--- src/rtl/fcca_pkg.sv ---
`default_nettype none

package fcca_pkg;

	// Default table depth and reset value of the scan base register.
	localparam int unsigned DEF_TABLE_ENTRIES = 4096;
	localparam logic [11:0] FDC_RESET         = 12'd2;

	// Value written to the last cluster of a chain.
	localparam logic [31:0] EOC_MIN = 32'h0FFF_FFF8;

	typedef enum logic [1:0] {
		FUNC_WRITE  = 2'd0,
		FUNC_READ   = 2'd1,
		FUNC_ALLOC  = 2'd2,
		FUNC_EXTEND = 2'd3
	} func_e_t;

	typedef enum logic [2:0] {
		ST_IDLE,
		ST_RD_WAIT,
		ST_ALLOC,
		ST_COUNT,
		ST_CLEAR,
		ST_LINK,
		ST_FINISH,
		ST_DONE
	} state_e_t;

	typedef struct packed {
		logic        status;
		logic [11:0] cluster;
		logic [31:0] read_data;
	} result_t;

endpackage

`default_nettype wire

--- src/rtl/fcca_ctrl.sv ---
`default_nettype none

module fcca_ctrl #(
	parameter int unsigned TABLE_ENTRIES = 4096,
	parameter int unsigned AW            = 12,
	parameter int unsigned CW            = 13
) (
	input  wire logic                 clk,
	input  wire logic                 arst_n,
	input  wire logic                 take,
	input  wire logic [1:0]           func,
	input  wire logic [11:0]          index,
	input  wire logic [31:0]          value,
	input  wire logic [12:0]          count,
	input  wire logic [11:0]          first_data_cluster,
	output logic                      idle,
	output logic                      done,
	input  wire logic                 res_take,
	output fcca_pkg::result_t         res,
	output logic                      mem_we,
	output logic [AW-1:0]             mem_waddr,
	output logic [31:0]               mem_wdata,
	output logic                      mem_re,
	output logic [AW-1:0]             mem_raddr,
	input  wire logic [31:0]          mem_rdata
);

	import fcca_pkg::*;

	localparam logic [CW-1:0] N_C = CW'(TABLE_ENTRIES);

	state_e_t      state_q, state_d;
	logic [CW-1:0] addr_q, addr_d;
	logic [CW-1:0] tail_q, tail_d;
	logic [AW-1:0] cur_q, cur_d;
	logic [12:0]   found_q, found_d;
	logic [12:0]   want_q, want_d;
	result_t       res_q, res_d;
	logic          rd_v_s1;
	logic [CW-1:0] rd_a_s1;

	logic issue;
	logic rd_item;
	logic in_range;
	logic idx_ok;
	logic hit_free;
	logic not_tail;

	assign in_range = addr_q < N_C;
	assign idx_ok   = CW'(index) < N_C;
	assign hit_free = rd_v_s1 && (mem_rdata[30:0] == 31'd0);
	assign not_tail = rd_a_s1 != tail_q;
	assign res      = res_q;
	assign idle     = state_q == ST_IDLE;
	assign done     = state_q == ST_DONE;

	always_ff @(posedge clk or negedge arst_n) begin
		if (!arst_n) begin
			state_q <= ST_IDLE;
			rd_v_s1 <= 1'b0;
		end else begin
			state_q <= state_d;
			rd_v_s1 <= issue;
		end
	end

	always_ff @(posedge clk) begin
		addr_q  <= addr_d;
		tail_q  <= tail_d;
		cur_q   <= cur_d;
		found_q <= found_d;
		want_q  <= want_d;
		res_q   <= res_d;
		rd_a_s1 <= addr_q;
	end

	always_comb begin
		state_d   = state_q;
		addr_d    = addr_q;
		tail_d    = tail_q;
		cur_d     = cur_q;
		found_d   = found_q;
		want_d    = want_q;
		res_d     = res_q;
		issue     = 1'b0;
		rd_item   = 1'b0;
		mem_we    = 1'b0;
		mem_waddr = cur_q;
		mem_wdata = '0;

		unique case (state_q)
			ST_IDLE: begin
				if (take) begin
					res_d = '0;
					unique case (func_e_t'(func))
						FUNC_WRITE: begin
							mem_we    = idx_ok;
							mem_waddr = AW'(index);
							mem_wdata = value;
							state_d   = ST_DONE;
						end
						FUNC_READ: begin
							rd_item = idx_ok;
							state_d = idx_ok ? ST_RD_WAIT : ST_DONE;
						end
						FUNC_ALLOC: begin
							addr_d  = CW'(first_data_cluster);
							state_d = ST_ALLOC;
						end
						FUNC_EXTEND: begin
							want_d  = count;
							tail_d  = CW'(index);
							cur_d   = AW'(index);
							addr_d  = CW'(first_data_cluster);
							found_d = '0;
							if (count == 13'd0) begin
								state_d = ST_DONE;
							end else if (!idx_ok) begin
								res_d.status = 1'b1;
								state_d      = ST_DONE;
							end else begin
								state_d = ST_COUNT;
							end
						end
						default: begin
							state_d = ST_DONE;
						end
					endcase
				end
			end
			ST_RD_WAIT: begin
				res_d.read_data = mem_rdata;
				state_d         = ST_DONE;
			end
			ST_ALLOC: begin
				issue = in_range;
				if (hit_free) begin
					issue         = 1'b0;
					mem_we        = 1'b1;
					mem_waddr     = rd_a_s1[AW-1:0];
					mem_wdata     = EOC_MIN;
					res_d.cluster = rd_a_s1[11:0];
					state_d       = ST_DONE;
				end else if (!in_range && !rd_v_s1) begin
					res_d.status = 1'b1;
					state_d      = ST_DONE;
				end
			end
			ST_COUNT: begin
				issue = in_range;
				if (hit_free && not_tail && found_q != want_q) begin
					found_d = found_q + 13'd1;
				end
				if (!in_range && !rd_v_s1) begin
					addr_d = CW'(first_data_cluster);
					if (found_q == want_q) begin
						found_d = '0;
						state_d = ST_LINK;
					end else begin
						state_d = ST_CLEAR;
					end
				end
			end
			ST_CLEAR: begin
				issue = in_range;
				if (hit_free && not_tail) begin
					mem_we    = 1'b1;
					mem_waddr = rd_a_s1[AW-1:0];
					mem_wdata = '0;
				end
				if (!in_range && !rd_v_s1) begin
					res_d.status = 1'b1;
					state_d      = ST_FINISH;
				end
			end
			ST_LINK: begin
				issue = in_range && (found_q != want_q);
				if (found_q == want_q) begin
					state_d = ST_FINISH;
				end else if (hit_free && not_tail) begin
					mem_we    = 1'b1;
					mem_waddr = cur_q;
					mem_wdata = 32'(rd_a_s1);
					cur_d     = rd_a_s1[AW-1:0];
					found_d   = found_q + 13'd1;
				end else if (!in_range && !rd_v_s1) begin
					state_d = ST_FINISH;
				end
			end
			ST_FINISH: begin
				mem_we    = 1'b1;
				mem_waddr = cur_q;
				mem_wdata = EOC_MIN;
				state_d   = ST_DONE;
			end
			ST_DONE: begin
				if (res_take) begin
					state_d = ST_IDLE;
				end
			end
			default: begin
				state_d = ST_IDLE;
			end
		endcase

		if (issue) begin
			addr_d = addr_q + CW'(1);
		end
		mem_re    = issue || rd_item;
		mem_raddr = rd_item ? AW'(index) : addr_q[AW-1:0];
	end

endmodule

`default_nettype wire

--- config.mk ---
export PLATFORM = sky130hd
export DESIGN_NAME = fcca_ctrl
export DESIGN_NICKNAME = d
export VERILOG_FILES = /design/src/rtl/fcca_pkg.sv /design/src/rtl/fcca_ctrl.sv
export SDC_FILE = /design/constraint.sdc
export NUM_CORES = 1
export LEC_CHECK = 0
export ABC_AREA = 1
export BUFFER_PORTS_ARGS = -buffer_cell sky130_fd_sc_hd__buf_2
export CAP_MARGIN = 10
export CELL_PAD_IN_SITES_DETAIL_PLACEMENT = 1
export CELL_PAD_IN_SITES_GLOBAL_PLACEMENT = 1
export CORE_AREA = 5 5 145 147
export CTS_CLUSTER_DIAMETER = 80
export DETAILED_ROUTE_END_ITERATION = 10
export DIE_AREA = 0 0 150 152
export HOLD_SLACK_MARGIN = 0.15
export PLACE_DENSITY = 0.8
export SYNTH_ARGS = -nofsm -noshare
export SYNTH_HDL_FRONTEND = slang
export SYNTH_SLANG_ARGS = --single-unit
--- constraint.sdc ---
create_clock -name clk -period 2.85 [get_ports clk]
set_input_delay 0.57 -clock clk [delete_from_list [all_inputs] [get_ports clk]]
set_output_delay 0.57 -clock clk [all_outputs]
set_load 0.05 [all_outputs]
==> flow_summary.html, run 1 <==
<table>
<tr><th>Metric</th><th>Value</th></tr>
<tr><th colspan="2">Routing</th></tr>
<tr><td>Antenna viol nets, final</td><td>0</td></tr>
<tr><td>WL per Instance</td><td>18.1 µm</td></tr>
<tr><td>DR vias</td><td>7,711</td></tr>
<tr><td>DRC violations left</td><td>0</td></tr>
<tr><td>Wire length after detailed routing</td><td>27,600 µm</td></tr>
<tr><td>Number of iterations in the first detailed-routing pass</td><td>7</td></tr>
<tr><td>Initial detailed-routing violation count</td><td>507</td></tr>
<tr><td>Detailed-route vias per instance</td><td>5.06</td></tr>
<tr><th colspan="2">Synthesis</th></tr>
<tr><td>Number of enable-type register cells in the synthesized netlist</td><td>108</td></tr>
<tr><td>Post-synthesis cell type count</td><td>38</td></tr>
<tr><td>Number of warnings issued by yosys</td><td>0</td></tr>
<tr><td>Fraction of the yosys area taken by sequential cells</td><td>49.5%</td></tr>
<tr><td>Synth Cell Area</td><td>7290 µm²</td></tr>
<tr><td>Main synth FF type</td><td>sky130_fd_sc_hd__edfxtp_1</td></tr>
<tr><td>Synthesis-stage register bit count</td><td>125</td></tr>
<tr><td>Post-synthesis instance total</td><td>941</td></tr>
<tr><td>Proportion of synthesized flip-flops having asynchronous set or reset</td><td>3.20%</td></tr>
<tr><td>Synthesized area divided by synthesized cell count</td><td>7.74 µm²</td></tr>
<tr><td>Post-synth net total</td><td>1,050</td></tr>
<tr><th colspan="2">Floorplanning</th></tr>
<tr><td>Number of rows in the core area</td><td>52</td></tr>
<tr><td>Die width</td><td>150 µm</td></tr>
<tr><td>Core region area</td><td>19,800 µm²</td></tr>
<tr><td>IO Count</td><td>212</td></tr>
<tr><td>Vert. Die Dim</td><td>152 µm</td></tr>
<tr><td>Starting Density</td><td>36.8%</td></tr>
<tr><td>DIE AREA</td><td>22,800 µm²</td></tr>
<tr><th colspan="2">Finish</th></tr>
<tr><td>Layout Area Growth over Synthesis</td><td>43.1%</td></tr>
<tr><td>Final std cell area, no fill</td><td>10,400 µm²</td></tr>
<tr><td>Number of standard cells in the final layout excluding fillers</td><td>1,523</td></tr>
<tr><td>FILL cells</td><td>2,472</td></tr>
<tr><td>Share of cells above drive strength 1</td><td>36.6%</td></tr>
<tr><td>Flip-flop and latch area</td><td>3620 µm²</td></tr>
<tr><td>Final layout net count</td><td>1,346</td></tr>
<tr><td>Combined area of the multi-input logic cells</td><td>3300 µm²</td></tr>
<tr><td>Post-Route Utilization</td><td>52.7%</td></tr>
<tr><th colspan="2">Global route</th></tr>
<tr><td>Wire length of the first global-routing pass</td><td>41,300 µm</td></tr>
<tr><td>Number of global-route vias before repair</td><td>7,876</td></tr>
<tr><td>Overflow left after global routing</td><td>0</td></tr>
<tr><td>Maximum number of pins on one net before global-route repair</td><td>33</td></tr>
<tr><td>Global-route usage over all layers</td><td>23.2%</td></tr>
<tr><td>Initial antenna violation count</td><td>3</td></tr>
<tr><th colspan="2">Timing</th></tr>
<tr><td>Max-slew headroom</td><td>68.6%</td></tr>
<tr><td>Number of max-slew violations in the final report</td><td>0</td></tr>
<tr><td>Setup Skew</td><td>0.0108 ns</td></tr>
<tr><td>Achievable clock frequency</td><td>0.338 GHz</td></tr>
<tr><td>Worst Max-Slew Pin Slew</td><td>0.468 ns</td></tr>
<tr><td>Hold Violations, Final</td><td>0</td></tr>
<tr><td>Post-layout minimum cycle time</td><td>2.96 ns</td></tr>
<tr><td>Period Utilization, post-route</td><td>104%</td></tr>
<tr><td>Unrepaired setup endpoints after global routing</td><td>true</td></tr>
<tr><td>Post-route worst setup slack</td><td>-0.107 ns</td></tr>
<tr><td>Number of setup violations in the final report</td><td>9</td></tr>
<tr><th colspan="2">Placed design</th></tr>
<tr><td>Post-placement cell count</td><td>1,468</td></tr>
<tr><td>Placer's final routability congestion estimate</td><td>0.919</td></tr>
<tr><td>Port Buffer Count</td><td>211</td></tr>
<tr><td>Total placed instance area</td><td>9160 µm²</td></tr>
<tr><td>Dpl hpwl</td><td>20,000 µm</td></tr>
<tr><th colspan="2">Power</th></tr>
<tr><td>Total power density per cell area</td><td>1250 nW/µm²</td></tr>
<tr><td>Power spent charging and discharging nets</td><td>0.00671 W</td></tr>
<tr><td>Static power due to leakage</td><td>5.01 nW</td></tr>
<tr><td>Peak supply drop</td><td>0.696 mV</td></tr>
<tr><td>Cell Int Power</td><td>0.00632 W</td></tr>
<tr><td>Portion of total power attributed to combinational logic</td><td>58.0%</td></tr>
<tr><td>Switching power as a share of total power</td><td>51.5%</td></tr>
<tr><td>Part of the total power dissipated in sequential elements</td><td>25.7%</td></tr>
<tr><td>Share of power burned in the clock network</td><td>16.3%</td></tr>
<tr><th colspan="2">Clock network</th></tr>
<tr><td>Total number of H-tree levels</td><td>4</td></tr>
<tr><td>Worst-Skew Late Latency</td><td>0.43 ns</td></tr>
<tr><td>CTS tree</td><td>yes</td></tr>
<tr><td>CTS Sinks</td><td>125</td></tr>
<tr><td>Clock root buffer master</td><td>sky130_fd_sc_hd__clkbuf_16</td></tr>
<tr><td>Clock tree buffer depth</td><td>2</td></tr>
<tr><td>Cts bufs inserted</td><td>17</td></tr>
<tr><td>Clock-pin transition on the worst setup and hold timing paths</td><td>0.07 ns</td></tr>
<tr><th colspan="2">Critical path</th></tr>
<tr><td>CP max FO</td><td>6</td></tr>
<tr><td>Type of the setup path with the least slack</td><td>reg -&gt; out</td></tr>
<tr><td>Worst setup EP type</td><td>output port</td></tr>
<tr><td>Required time at the endpoint of the critical path</td><td>2.28 ns</td></tr>
<tr><td>CP arrival</td><td>2.39 ns</td></tr>
<tr><td>Kind of start point of the critical path</td><td>register</td></tr>
<tr><th colspan="2">Outcome</th></tr>
<tr><td>Status</td><td>finished, violations left</td></tr>
<tr><td>Violations in the final reports</td><td>negative setup slack</td></tr>
<tr><th colspan="2">Run</th></tr>
<tr><td>Maxcap violations</td><td>0</td></tr>
<tr><th colspan="2">Worst hold path</th></tr>
<tr><td>Class of the most critical hold timing path</td><td>in -&gt; reg</td></tr>
</table>
[final cells by class]
| cell class | instances | area share (%) |
|---|---|---|
| diodes | 3 | 0.0720 |
| clock buffers | 17 | 4.08 |
| clock inverters | 15 | 1.39 |
| inverters | 121 | 4.45 |
| multi-input cells | 663 | 31.7 |
| flip-flops and latches | 125 | 34.7 |
| well taps | 270 | 3.24 |
| repair buffers | 309 | 20.4 |
[routing by layer]
| layer | up-vias | track usage, % | part of all wire (%) |
|---|---|---|---|
| li1 | 3651 | - | - |
| met1 | 3734 | 28.2 | 41 |
| met2 | 273 | 40.3 | 51 |
| met3 | 53 | 4.56 | 6.0 |
| met4 | 0 | 8.67 | 2.5 |
| met5 | - | 0 | 0 |
[cells in the mapped netlist (3+ instances only)]
cell type / number / share of area (%)
sky130_fd_sc_hd__o21ai_0: 31 / 2.1
sky130_fd_sc_hd__nor3_1: 16 / 1.1
sky130_fd_sc_hd__inv_1: 94 / 4.8
sky130_fd_sc_hd__xor2_1: 14 / 1.7
sky130_fd_sc_hd__clkbuf_1: 11 / 0.57
sky130_fd_sc_hd__dfrtp_1: 4 / 1.4
sky130_fd_sc_hd__o21ai_1: 6 / 0.41
sky130_fd_sc_hd__nand2_1: 312 / 16
sky130_fd_sc_hd__nor2_1: 102 / 5.3
sky130_fd_sc_hd__nor2_2: 5 / 0.43
sky130_fd_sc_hd__buf_2: 11 / 0.76
sky130_fd_sc_hd__buf_4: 5 / 0.52
sky130_fd_sc_hd__nand3_1: 59 / 4.1
sky130_fd_sc_hd__buf_6: 3 / 0.46
sky130_fd_sc_hd__nand2_2: 10 / 0.86
sky130_fd_sc_hd__dfxtp_1: 13 / 3.6
sky130_fd_sc_hd__nand4_1: 20 / 1.7
sky130_fd_sc_hd__a21oi_1: 52 / 3.6
sky130_fd_sc_hd__o31ai_1: 3 / 0.31
sky130_fd_sc_hd__nand3_4: 3 / 0.72
sky130_fd_sc_hd__edfxtp_1: 108 / 45
sky130_fd_sc_hd__inv_2: 25 / 1.3
sky130_fd_sc_hd__xnor2_1: 10 / 1.2
[layout by cell type, fill, tap and decap left out, drive strengths merged, types with 3 or more instances in the layout]
cell type    n
dfxtp       13
xor2        14
nor2       109
dfrtp        4
diode        3
nand4       21
nand2      323
xnor2       10
nor3        16
nand3       62
clkbuf      17
inv        131
buf        308
or2          4
edfxtp     108
o211ai       3
o31ai        3
a21oi       52
clkinv       3
o21ai       37
[final timing paths]
path                       startpoint      endpoint  slack, ns  cells after the start
setup / recovery           rd_a_s1[2]  mem_waddr[0]      -0.11                     14
hold / removal               count[1]     want_q[1]       0.33                      1
setup reg to reg           found_q[4]     addr_q[9]       0.62                     13
hold reg to reg            addr_q[11]   rd_a_s1[11]       0.39                      0
max in group asynchronous      arst_n    state_q[1]       2.22                      2
min in group asynchronous      arst_n       rd_v_s1       0.49                      2
[power groups by stage]
stage               logic [W]  clock network [W]  registers, W
detailed placement    0.00660                  0       0.00333
global route          0.00806            0.00223       0.00341
global placement      0.00647                  0       0.00330
finish                0.00757            0.00212       0.00335
CTS                   0.00703            0.00216       0.00331
floorplan             0.00431                  0       0.00361
[state kept, by name (all words and copies together), names as in the netlist]
register and flops:
found_q 13, want_q 13, rd_a_s1 13, addr_q 13, state_q 3, res 45
tail_q 12, rd_v_s1 1, cur_q 12
[critical path: stages (launching register included)]
cell and delay, ns:
sky130_fd_sc_hd__dfxtp_2 0.40, sky130_fd_sc_hd__inv_2 0.06, sky130_fd_sc_hd__nand2_1 0.07, sky130_fd_sc_hd__nand2_1 0.08, sky130_fd_sc_hd__nor2_1 0.13, sky130_fd_sc_hd__nand2_1 0.09, sky130_fd_sc_hd__nor2_1 0.14, sky130_fd_sc_hd__nand2_2 0.11
sky130_fd_sc_hd__nand2_4 0.13, sky130_fd_sc_hd__buf_6 0.13, sky130_fd_sc_hd__nand2_2 0.06, sky130_fd_sc_hd__nand2_2 0.09, sky130_fd_sc_hd__nand2_1 0.08, sky130_fd_sc_hd__a21oi_2 0.21, sky130_fd_sc_hd__buf_6 0.18
[cell families (layout without fill, tap and decap cells)]
kind of cell	count (synthesis)	after routing	share of synthesized area [%]
other	0	3	0
buffers and inverters	153	462	8.66
AND/OR/NAND/NOR	539	539	31.5
flip-flops	125	125	49.5
AO/OA/AOI/OAI	98	98	7.13
XOR/XNOR	24	24	2.89
adder cells (fa/ha/maj)	2	2	0.343
[through the flow]
stage | hold WS (ns) | power (W) | setup TNS [ns] | setup WS (ns)
after global placement | 0.361 | 0.00977 | -1.90 | -0.113
after global routing | 0.316 | 0.0137 | -2.81 | -0.207
final | 0.335 | 0.0130 | -0.336 | -0.107
after CTS | 0.317 | 0.0125 | -0.0736 | -0.0292
after detailed placement | 0.373 | 0.00994 | -2.54 | -0.133
after floorplan | 0.274 | 0.00792 | -0.640 | -0.213
[timing repair]
action                                  4_1_cts  5_1_grt
endpoints found under the hold margin         4        0
buffers inserted                              4       15
gates resized for setup                      75      102
pin swaps                                     3       24
endpoints found under the setup margin       54       54
hold buffers                                  1        0
gates cloned                                  0        0
(Power assumes the default switching activity.)
==> run 2, diff against run 1 <==
--- a/config.mk
+++ b/config.mk
@@ -10,12 +10,14 @@
 export CAP_MARGIN = 10
 export CELL_PAD_IN_SITES_DETAIL_PLACEMENT = 1
 export CELL_PAD_IN_SITES_GLOBAL_PLACEMENT = 1
-export CORE_AREA = 5 5 145 147
+export CORE_AREA = 5 5 143 145
+export CTS_BUF_LIST = sky130_fd_sc_hd__clkbuf_4
 export CTS_CLUSTER_DIAMETER = 80
 export DETAILED_ROUTE_END_ITERATION = 10
-export DIE_AREA = 0 0 150 152
+export DIE_AREA = 0 0 148 150
 export HOLD_SLACK_MARGIN = 0.15
-export PLACE_DENSITY = 0.8
+export PLACE_DENSITY = 0.82
+export REMOVE_ABC_BUFFERS = 1
 export SYNTH_ARGS = -nofsm -noshare
 export SYNTH_HDL_FRONTEND = slang
 export SYNTH_SLANG_ARGS = --single-unit
==> constraint.sdc (replaced) <==
create_clock -name clk -period 3.08 [get_ports clk]
set_input_delay 0.616 -clock clk [delete_from_list [all_inputs] [get_ports clk]]
set_output_delay 0.616 -clock clk [all_outputs]
set_load 0.05 [all_outputs]
==> run 2 against run 1 <==
Effect of this change: the flow now finishes without violations; core utilization decreased by 2.1 points; combinational power shrank 12%; cell area down 7.4%; register-to-register slack gained 0.25 ns; cell count down 4.7%; sequential share of layout area is 2.9 points higher; worst hold slack lost 0.091 ns; first-iteration DRC count fell by 28%; largest power group unchanged.
==> flow_summary.html, run 2 (synthesis results as in run 1) <==
<table>
<tr><th>Metric</th><th>Value</th></tr>
<tr><th colspan="2">Routing</th></tr>
<tr><td>WL per Instance</td><td>18.0 µm</td></tr>
<tr><td>Wire length after detailed routing</td><td>26,200 µm</td></tr>
<tr><td>DR vias</td><td>7,427</td></tr>
<tr><td>Antenna viol nets, final</td><td>0</td></tr>
<tr><td>DRC violations left</td><td>0</td></tr>
<tr><td>Initial detailed-routing violation count</td><td>364</td></tr>
<tr><td>Number of iterations in the first detailed-routing pass</td><td>5</td></tr>
<tr><td>Detailed-route vias per instance</td><td>5.12</td></tr>
<tr><th colspan="2">Finish</th></tr>
<tr><td>Layout Area Growth over Synthesis</td><td>32.5%</td></tr>
<tr><td>Top library cells by usage in the layout, fill and taps aside</td><td>sky130_fd_sc_hd__nand2_1 (302), sky130_fd_sc_hd__buf_2 (169), sky130_fd_sc_hd__edfxtp_1 (108), sky130_fd_sc_hd__inv_1 (93), sky130_fd_sc_hd__nor2_1 (91)</td></tr>
<tr><td>Post-Route Utilization</td><td>50.6%</td></tr>
<tr><td>Final layout net count</td><td>1,307</td></tr>
<tr><td>Number of standard cells in the final layout excluding fillers</td><td>1,451</td></tr>
<tr><td>Max FFs per register</td><td>45</td></tr>
<tr><td>Share of cells above drive strength 1</td><td>34.0%</td></tr>
<tr><td>Most common library cell in the layout ignoring fill and taps</td><td>sky130_fd_sc_hd__nand2_1</td></tr>
<tr><th colspan="2">Clock network</th></tr>
<tr><td>CTS Sinks</td><td>125</td></tr>
<tr><td>CTS tree</td><td>yes</td></tr>
<tr><td>Clock tree buffer depth</td><td>2</td></tr>
<tr><td>Worst-Skew Late Latency</td><td>0.57 ns</td></tr>
<tr><td>Clock root buffer master</td><td>sky130_fd_sc_hd__clkbuf_4</td></tr>
<tr><td>Cts bufs inserted</td><td>17</td></tr>
<tr><td>Clock-pin transition on the worst setup and hold timing paths</td><td>0.12 ns</td></tr>
<tr><td>Total number of H-tree levels</td><td>4</td></tr>
<tr><th colspan="2">Placed design</th></tr>
<tr><td>Placer's final routability congestion estimate</td><td>0.896</td></tr>
<tr><td>Port Buffer Count</td><td>211</td></tr>
<tr><td>Dpl hpwl</td><td>19,800 µm</td></tr>
<tr><td>Post-placement cell count</td><td>1,403</td></tr>
<tr><th colspan="2">Critical path</th></tr>
<tr><td>Type of the setup path with the least slack</td><td>reg -&gt; out</td></tr>
<tr><td>Delay of the slowest critical-path stage</td><td>0.50 ns</td></tr>
<tr><td>R2R cell count</td><td>8</td></tr>
<tr><td>Max stage delay cell, worst path</td><td>sky130_fd_sc_hd__edfxtp_1</td></tr>
<tr><td>Kind of start point of the critical path</td><td>register</td></tr>
<tr><td>Most frequent CP cell</td><td>sky130_fd_sc_hd__nand2_1</td></tr>
<tr><td>CP arrival</td><td>2.36 ns</td></tr>
<tr><td>Reg-to-Reg Start</td><td>state_q[2]</td></tr>
<tr><td>Internal reg-to-reg setup slack</td><td>0.87 ns</td></tr>
<tr><td>Number of buffer and inverter instances along the worst setup path</td><td>3</td></tr>
<tr><td>Worst setup EP type</td><td>output port</td></tr>
<tr><td>Critical R2R Capture</td><td>found_q[7]</td></tr>
<tr><td>Family with the most delay on the worst path</td><td>buffers and inverters</td></tr>
<tr><td>Cells along the critical path</td><td>inv_2 -&gt; nand2_1 -&gt; nand2_1 -&gt; nor2_1 -&gt; nand2_2 -&gt; nor2_4 -&gt; nand2_4 -&gt; clkinv_2 -&gt; o31ai_1 -&gt; buf_4</td></tr>
<tr><td>CP max FO</td><td>6</td></tr>
<tr><td>Required time at the endpoint of the critical path</td><td>2.46 ns</td></tr>
<tr><th colspan="2">Floorplanning</th></tr>
<tr><td>Vert. Die Dim</td><td>150 µm</td></tr>
<tr><td>IO Count</td><td>212</td></tr>
<tr><td>DIE AREA</td><td>22,200 µm²</td></tr>
<tr><td>Die width</td><td>148 µm</td></tr>
<tr><td>Core region area</td><td>19,100 µm²</td></tr>
<tr><td>Number of rows in the core area</td><td>51</td></tr>
<tr><td>Starting Density</td><td>38.2%</td></tr>
<tr><th colspan="2">Outcome</th></tr>
<tr><td>Status</td><td>complete, no violations</td></tr>
<tr><th colspan="2">Timing</th></tr>
<tr><td>Setup Skew</td><td>0.0323 ns</td></tr>
<tr><td>Achievable clock frequency</td><td>0.337 GHz</td></tr>
<tr><td>Number of setup violations in the final report</td><td>0</td></tr>
<tr><td>Period Utilization, post-route</td><td>96.5%</td></tr>
<tr><td>Number of max-slew violations in the final report</td><td>0</td></tr>
<tr><td>Max-slew headroom</td><td>65.6%</td></tr>
<tr><td>Final-layout setup total negative slack</td><td>0 ns</td></tr>
<tr><td>Hold Violations, Final</td><td>0</td></tr>
<tr><td>Worst Max-Slew Pin Slew</td><td>0.515 ns</td></tr>
<tr><td>Unrepaired setup endpoints after global routing</td><td>true</td></tr>
<tr><td>Worst hold margin</td><td>0.244 ns</td></tr>
<tr><td>Post-layout minimum cycle time</td><td>2.97 ns</td></tr>
<tr><th colspan="2">Global route</th></tr>
<tr><td>Overflow left after global routing</td><td>0</td></tr>
<tr><td>Maximum number of pins on one net before global-route repair</td><td>41</td></tr>
<tr><td>Wire length of the first global-routing pass</td><td>40,400 µm</td></tr>
<tr><td>Global-route usage over all layers</td><td>23.1%</td></tr>
<tr><td>Initial antenna violation count</td><td>2</td></tr>
<tr><td>Number of global-route vias before repair</td><td>7,809</td></tr>
<tr><th colspan="2">Power</th></tr>
<tr><td>Peak supply drop</td><td>0.691 mV</td></tr>
<tr><td>Static power due to leakage</td><td>4.64 nW</td></tr>
<tr><td>Total design power</td><td>0.0110 W</td></tr>
<tr><td>Total power density per cell area</td><td>1140 nW/µm²</td></tr>
<tr><th colspan="2">Run</th></tr>
<tr><td>Maxcap violations</td><td>0</td></tr>
<tr><th colspan="2">Worst hold path</th></tr>
<tr><td>Class of the most critical hold timing path</td><td>in -&gt; reg</td></tr>
<tr><td>Hold Crit Depth</td><td>1</td></tr>
<tr><td>Worst hold path startpoint</td><td>count[3]</td></tr>
<tr><td>Worst Hold Path EP</td><td>want_q[3]</td></tr>
</table>
[run 2: cell types whose count changed in the layout (fill, tap and decap cells not counted), moves of 6 or more]
cell	delta
sky130_fd_sc_hd__clkbuf_16	-17
sky130_fd_sc_hd__buf_6	-25
sky130_fd_sc_hd__nand2_1	+12
sky130_fd_sc_hd__clkbuf_4	+31
sky130_fd_sc_hd__nand2_2	-10
sky130_fd_sc_hd__buf_4	-30
sky130_fd_sc_hd__a21oi_1	-6
[run 2: worst max-delay path by stage]
stage | startpoint | end | slack, ns | depth (start not counted)
CTS | tail_q[5] | mem_wdata[9] | 0.002 | 11
global route | found_q[7] | mem_wdata[10] | -0.10 | 10
floorplan | state_q[2] | mem_wdata[10] | -0.36 | 6
detailed placement | mem_rdata[8] | mem_wdata[11] | -0.1 | 12
finish | found_q[8] | mem_wdata[10] | 0.11 | 10
global placement | mem_rdata[8] | mem_wdata[11] | -0.06 | 12
[run 2: worst register-to-register path, stage by stage, from the launching register on]
cell and delay, ns:
sky130_fd_sc_hd__dfrtp_2 0.43, sky130_fd_sc_hd__inv_2 0.10, sky130_fd_sc_hd__nor2_1 0.12, sky130_fd_sc_hd__inv_1 0.09
sky130_fd_sc_hd__nor2_4 0.27, sky130_fd_sc_hd__buf_4 0.35, sky130_fd_sc_hd__nor2_1 0.07, sky130_fd_sc_hd__a211oi_1 0.22
sky130_fd_sc_hd__buf_4 0.28
[run 2: repair_timing]
action / in CTS / in global routing
pin swaps: 0 / 15
cloned: 1 / 1
resized for setup: 42 / 114
endpoints found under the hold margin: 4 / 0
setup endpoints to repair: 52 / 54
hold buffers: 1 / 0
buffers inserted: 3 / 8
[run 2: routing by layer]
layer | GRT usage, % | wire (µm) | vias to the layer above
met5 | 0 | 0 | -
met4 | 7.02 | 515 | 0
met3 | 4.72 | 1260 | 36
met2 | 40.7 | 13500 | 201
met1 | 28.7 | 10900 | 3622
li1 | - | - | 3568
[run 2: area by class of cell]
type	count	area (µm²)
Inverter	121	460
Tap cell	238	298
Clock inverter	14	155
Timing Repair Buffer	270	1710
Multi-Input combinational cell	663	3260
Clock buffer	18	135
Fill cell	2419	9430
Antenna cell	2	5.00
Sequential cell	125	3620
[run 2: report_power, final]
part           leakage, nW  switching (W)  total [W]  internal [W]
combinational         3.31        0.00472    0.00665       0.00192
sequential            1.18       0.000476    0.00310       0.00262
clock                0.155       0.000705    0.00121      0.000506
[run 2: per-stage QoR]
step,cell area [µm²],setup WS [ns]
after floorplan,7110,-0.358
after global placement,8840,-0.0638
after global routing,9650,-0.102
after CTS,9290,0.00159
final,9650,0.109
after detailed placement,8840,-0.0996
==> run 3, diff against run 2 <==
--- a/config.mk
+++ b/config.mk
@@ -16,7 +16,7 @@
 export DETAILED_ROUTE_END_ITERATION = 10
 export DIE_AREA = 0 0 148 150
 export HOLD_SLACK_MARGIN = 0.15
-export PLACE_DENSITY = 0.82
+export PLACE_DENSITY = 0.83
 export REMOVE_ABC_BUFFERS = 1
 export SYNTH_ARGS = -nofsm -noshare
 export SYNTH_HDL_FRONTEND = slang
==> run 3 against run 2 <==
Effect of this change: the flow now finishes with violations (negative setup slack); register-to-register slack got worse by 0.10 ns; routed wire length rose by 7.6%; clock skew is 0.0061 ns lower; cell area is 1.9% higher; setup slack lost 0.14 ns; worst hold slack worse by 0.034 ns; non-clock buffer count increased by 14; first-iteration DRC count rose by 24%; sequential power about the same; power is 2.3% higher.
==> flow_summary.html, run 3 (synthesis results as in run 1) <==
<table>
<tr><th>Metric</th><th>Value</th></tr>
<tr><th colspan="2">Routing</th></tr>
<tr><td>DR vias</td><td>7,614</td></tr>
<tr><td>Wire length after detailed routing</td><td>28,200 µm</td></tr>
<tr><td>DRC violations left</td><td>0</td></tr>
<tr><td>Detailed-route vias per instance</td><td>5.20</td></tr>
<tr><td>Antenna viol nets, final</td><td>0</td></tr>
<tr><td>WL per Instance</td><td>19.2 µm</td></tr>
<tr><td>Initial detailed-routing violation count</td><td>450</td></tr>
<tr><td>Number of iterations in the first detailed-routing pass</td><td>5</td></tr>
<tr><th colspan="2">Finish</th></tr>
<tr><td>FILL cells</td><td>2,401</td></tr>
<tr><td>Final layout net count</td><td>1,321</td></tr>
<tr><td>Final std cell area, no fill</td><td>9840 µm²</td></tr>
<tr><td>Top library cells by usage in the layout, fill and taps aside</td><td>sky130_fd_sc_hd__nand2_1 (291), sky130_fd_sc_hd__buf_2 (165), sky130_fd_sc_hd__edfxtp_1 (108), sky130_fd_sc_hd__nor2_1 (93), sky130_fd_sc_hd__inv_1 (91)</td></tr>
<tr><td>Post-Route Utilization</td><td>51.6%</td></tr>
<tr><td>Layout Area Growth over Synthesis</td><td>35.0%</td></tr>
<tr><td>Share of cells above drive strength 1</td><td>34.5%</td></tr>
<tr><td>Most common library cell in the layout ignoring fill and taps</td><td>sky130_fd_sc_hd__nand2_1</td></tr>
<tr><td>Max FFs per register</td><td>45</td></tr>
<tr><td>Number of standard cells in the final layout excluding fillers</td><td>1,464</td></tr>
<tr><th colspan="2">Critical path</th></tr>
<tr><td>Kind of start point of the critical path</td><td>register</td></tr>
<tr><td>Most frequent CP cell</td><td>sky130_fd_sc_hd__nand2_2</td></tr>
<tr><td>Delay of the slowest critical-path stage</td><td>0.51 ns</td></tr>
<tr><td>CP arrival</td><td>2.49 ns</td></tr>
<tr><td>Family with the most delay on the worst path</td><td>simple AND/OR/NAND/NOR gates</td></tr>
<tr><td>Cells along the critical path</td><td>xnor2_1 -&gt; nand2_1 -&gt; nor2_2 -&gt; nand2_4 -&gt; nand2_8 -&gt; buf_6 -&gt; nand2_2 -&gt; nand2_2 -&gt; nand2_2 -&gt; a21oi_2 -&gt; buf_6</td></tr>
<tr><td>Max stage delay cell, worst path</td><td>sky130_fd_sc_hd__dfxtp_1</td></tr>
<tr><td>Type of the setup path with the least slack</td><td>reg -&gt; out</td></tr>
<tr><td>Worst setup EP type</td><td>output port</td></tr>
<tr><td>Required time at the endpoint of the critical path</td><td>2.46 ns</td></tr>
<tr><td>CP max FO</td><td>6</td></tr>
<tr><td>Number of buffer and inverter instances along the worst setup path</td><td>2</td></tr>
<tr><th colspan="2">Floorplanning</th></tr>
<tr><td>IO Count</td><td>212</td></tr>
<tr><td>Number of rows in the core area</td><td>51</td></tr>
<tr><td>DIE AREA</td><td>22,200 µm²</td></tr>
<tr><td>Starting Density</td><td>38.2%</td></tr>
<tr><td>Vert. Die Dim</td><td>150 µm</td></tr>
<tr><td>Core region area</td><td>19,100 µm²</td></tr>
<tr><td>Die width</td><td>148 µm</td></tr>
<tr><th colspan="2">Timing</th></tr>
<tr><td>Period Utilization, post-route</td><td>101%</td></tr>
<tr><td>Post-layout minimum cycle time</td><td>3.11 ns</td></tr>
<tr><td>Achievable clock frequency</td><td>0.322 GHz</td></tr>
<tr><td>Hold Violations, Final</td><td>0</td></tr>
<tr><td>Unrepaired setup endpoints after global routing</td><td>true</td></tr>
<tr><td>Worst hold margin</td><td>0.210 ns</td></tr>
<tr><td>Number of max-slew violations in the final report</td><td>0</td></tr>
<tr><td>Worst Max-Slew Pin Slew</td><td>0.790 ns</td></tr>
<tr><td>Setup Skew</td><td>0.0262 ns</td></tr>
<tr><td>Final-layout setup total negative slack</td><td>-0.0663 ns</td></tr>
<tr><td>Post-route worst setup slack</td><td>-0.0289 ns</td></tr>
<tr><td>Number of setup violations in the final report</td><td>3</td></tr>
<tr><td>Max-slew headroom</td><td>47.2%</td></tr>
<tr><th colspan="2">Outcome</th></tr>
<tr><td>Violations in the final reports</td><td>negative setup slack</td></tr>
<tr><td>Status</td><td>finished, violations left</td></tr>
<tr><th colspan="2">Global route</th></tr>
<tr><td>Initial antenna violation count</td><td>1</td></tr>
<tr><td>Wire length of the first global-routing pass</td><td>40,500 µm</td></tr>
<tr><td>Number of global-route vias before repair</td><td>7,757</td></tr>
<tr><td>Overflow left after global routing</td><td>0</td></tr>
<tr><td>Maximum number of pins on one net before global-route repair</td><td>34</td></tr>
<tr><td>Global-route usage over all layers</td><td>23.5%</td></tr>
<tr><th colspan="2">Clock network</th></tr>
<tr><td>Clock tree buffer depth</td><td>2</td></tr>
<tr><td>CTS tree</td><td>yes</td></tr>
<tr><td>Clock-pin transition on the worst setup and hold timing paths</td><td>0.14 ns</td></tr>
<tr><td>Cts bufs inserted</td><td>17</td></tr>
<tr><td>Total number of H-tree levels</td><td>4</td></tr>
<tr><td>Worst-Skew Late Latency</td><td>0.60 ns</td></tr>
<tr><td>CTS Sinks</td><td>125</td></tr>
<tr><td>Clock root buffer master</td><td>sky130_fd_sc_hd__clkbuf_4</td></tr>
<tr><th colspan="2">Power</th></tr>
<tr><td>Total power density per cell area</td><td>1140 nW/µm²</td></tr>
<tr><td>Part of the total power dissipated in sequential elements</td><td>27.8%</td></tr>
<tr><td>Power spent charging and discharging nets</td><td>0.00613 W</td></tr>
<tr><td>Share of power burned in the clock network</td><td>10.8%</td></tr>
<tr><td>Peak supply drop</td><td>0.679 mV</td></tr>
<tr><td>Cell Int Power</td><td>0.00509 W</td></tr>
<tr><td>Switching power as a share of total power</td><td>54.6%</td></tr>
<tr><td>Static power due to leakage</td><td>4.75 nW</td></tr>
<tr><td>Portion of total power attributed to combinational logic</td><td>61.4%</td></tr>
<tr><th colspan="2">Placed design</th></tr>
<tr><td>Total placed instance area</td><td>8820 µm²</td></tr>
<tr><td>Post-placement cell count</td><td>1,398</td></tr>
<tr><td>Placer's final routability congestion estimate</td><td>0.912</td></tr>
<tr><td>Port Buffer Count</td><td>211</td></tr>
<tr><td>Dpl hpwl</td><td>19,800 µm</td></tr>
<tr><th colspan="2">Run</th></tr>
<tr><td>Maxcap violations</td><td>0</td></tr>
<tr><th colspan="2">Worst hold path</th></tr>
<tr><td>Class of the most critical hold timing path</td><td>in -&gt; reg</td></tr>
</table>
==> run 3: cell types whose count changed in the layout (fill, tap and decap cells not counted), sizes merged <==
cell,previous run,this run
bufbuf,0,1
bufinv,2,1
clkinvlp,2,3
inv,126,127
clkinv,5,4
buf,256,271
diode,2,1
clkbuf,31,29
==> run 3: cell type report <==
class	instances	area, µm²	share of cell area (%)
Sequential cell	125	3630	36.9
Clock inverter	14	150	1.53
Clock buffer	18	135	1.37
Timing Repair Buffer	284	1900	19.3
Multi-Input combinational cell	663	3260	33.1
Tap cell	238	298	3.03
Inverter	121	467	4.74
Antenna cell	1	2.50	0.0254
==> run 3: worst paths after layout <==
kind	start	end	slack [ns]	cells after the start
max in group asynchronous	arst_n	state_q[2]	2.56	2
worst min register to register	addr_q[10]	rd_a_s1[10]	0.40	0
worst max-delay path	rd_a_s1[10]	mem_waddr[7]	-0.03	11
min in group asynchronous	arst_n	state_q[0]	0.39	2
worst min-delay path	count[5]	want_q[5]	0.21	1
worst max register to register	want_q[6]	addr_q[2]	0.77	10
==> run 3: repair_timing <==
item	CTS	global route
cloned	2	1
pin swaps	3	26
buffers inserted	5	24
hold buffers	1	0
resized for setup	58	113
hold endpoints to repair	4	0
setup endpoints to repair	54	53
==> run 3: worst reg2reg max path, cell delays in order, from the launching register on <==
cell and delay [ns]:
sky130_fd_sc_hd__edfxtp_1 0.44, sky130_fd_sc_hd__xnor2_1 0.25, sky130_fd_sc_hd__nand3_1 0.20, sky130_fd_sc_hd__nor2_4 0.19
sky130_fd_sc_hd__nand2_4 0.12, sky130_fd_sc_hd__buf_4 0.17, sky130_fd_sc_hd__nand3_4 0.06, sky130_fd_sc_hd__buf_4 0.22
sky130_fd_sc_hd__nand3_4 0.24, sky130_fd_sc_hd__nand2_1 0.16, sky130_fd_sc_hd__nand2_1 0.06
==> run 3: power groups by stage <==
stage               Sequential [W]  Clock (W)  Combinational [W]
finish                     0.00311    0.00121            0.00688
global route               0.00317    0.00132            0.00731
CTS                        0.00307    0.00124            0.00628
detailed placement         0.00310          0            0.00599
global placement           0.00306          0            0.00585
floorplan                  0.00335          0            0.00385
==> run 3: per-layer routing <==
| metal | track usage [%] | wire length (µm) | vias up |
|---|---|---|---|
| li1 | - | - | 3598 |
| met1 | 28.4 | 11200 | 3695 |
| met2 | 41.5 | 14600 | 255 |
| met3 | 4.78 | 1520 | 66 |
| met4 | 8.55 | 877 | 0 |
| met5 | 0 | 0 | - |
==> run 3: per-stage QoR <==
stage | total power [W] | worst slack (ns)
4_1_cts | 0.0106 | -0.0142
2_1_floorplan | 0.00720 | -0.358
3_3_place_gp | 0.00891 | 0.108
6_report | 0.0112 | -0.0289
3_5_place_dp | 0.00909 | 0.0550
5_1_grt | 0.0118 | -0.137
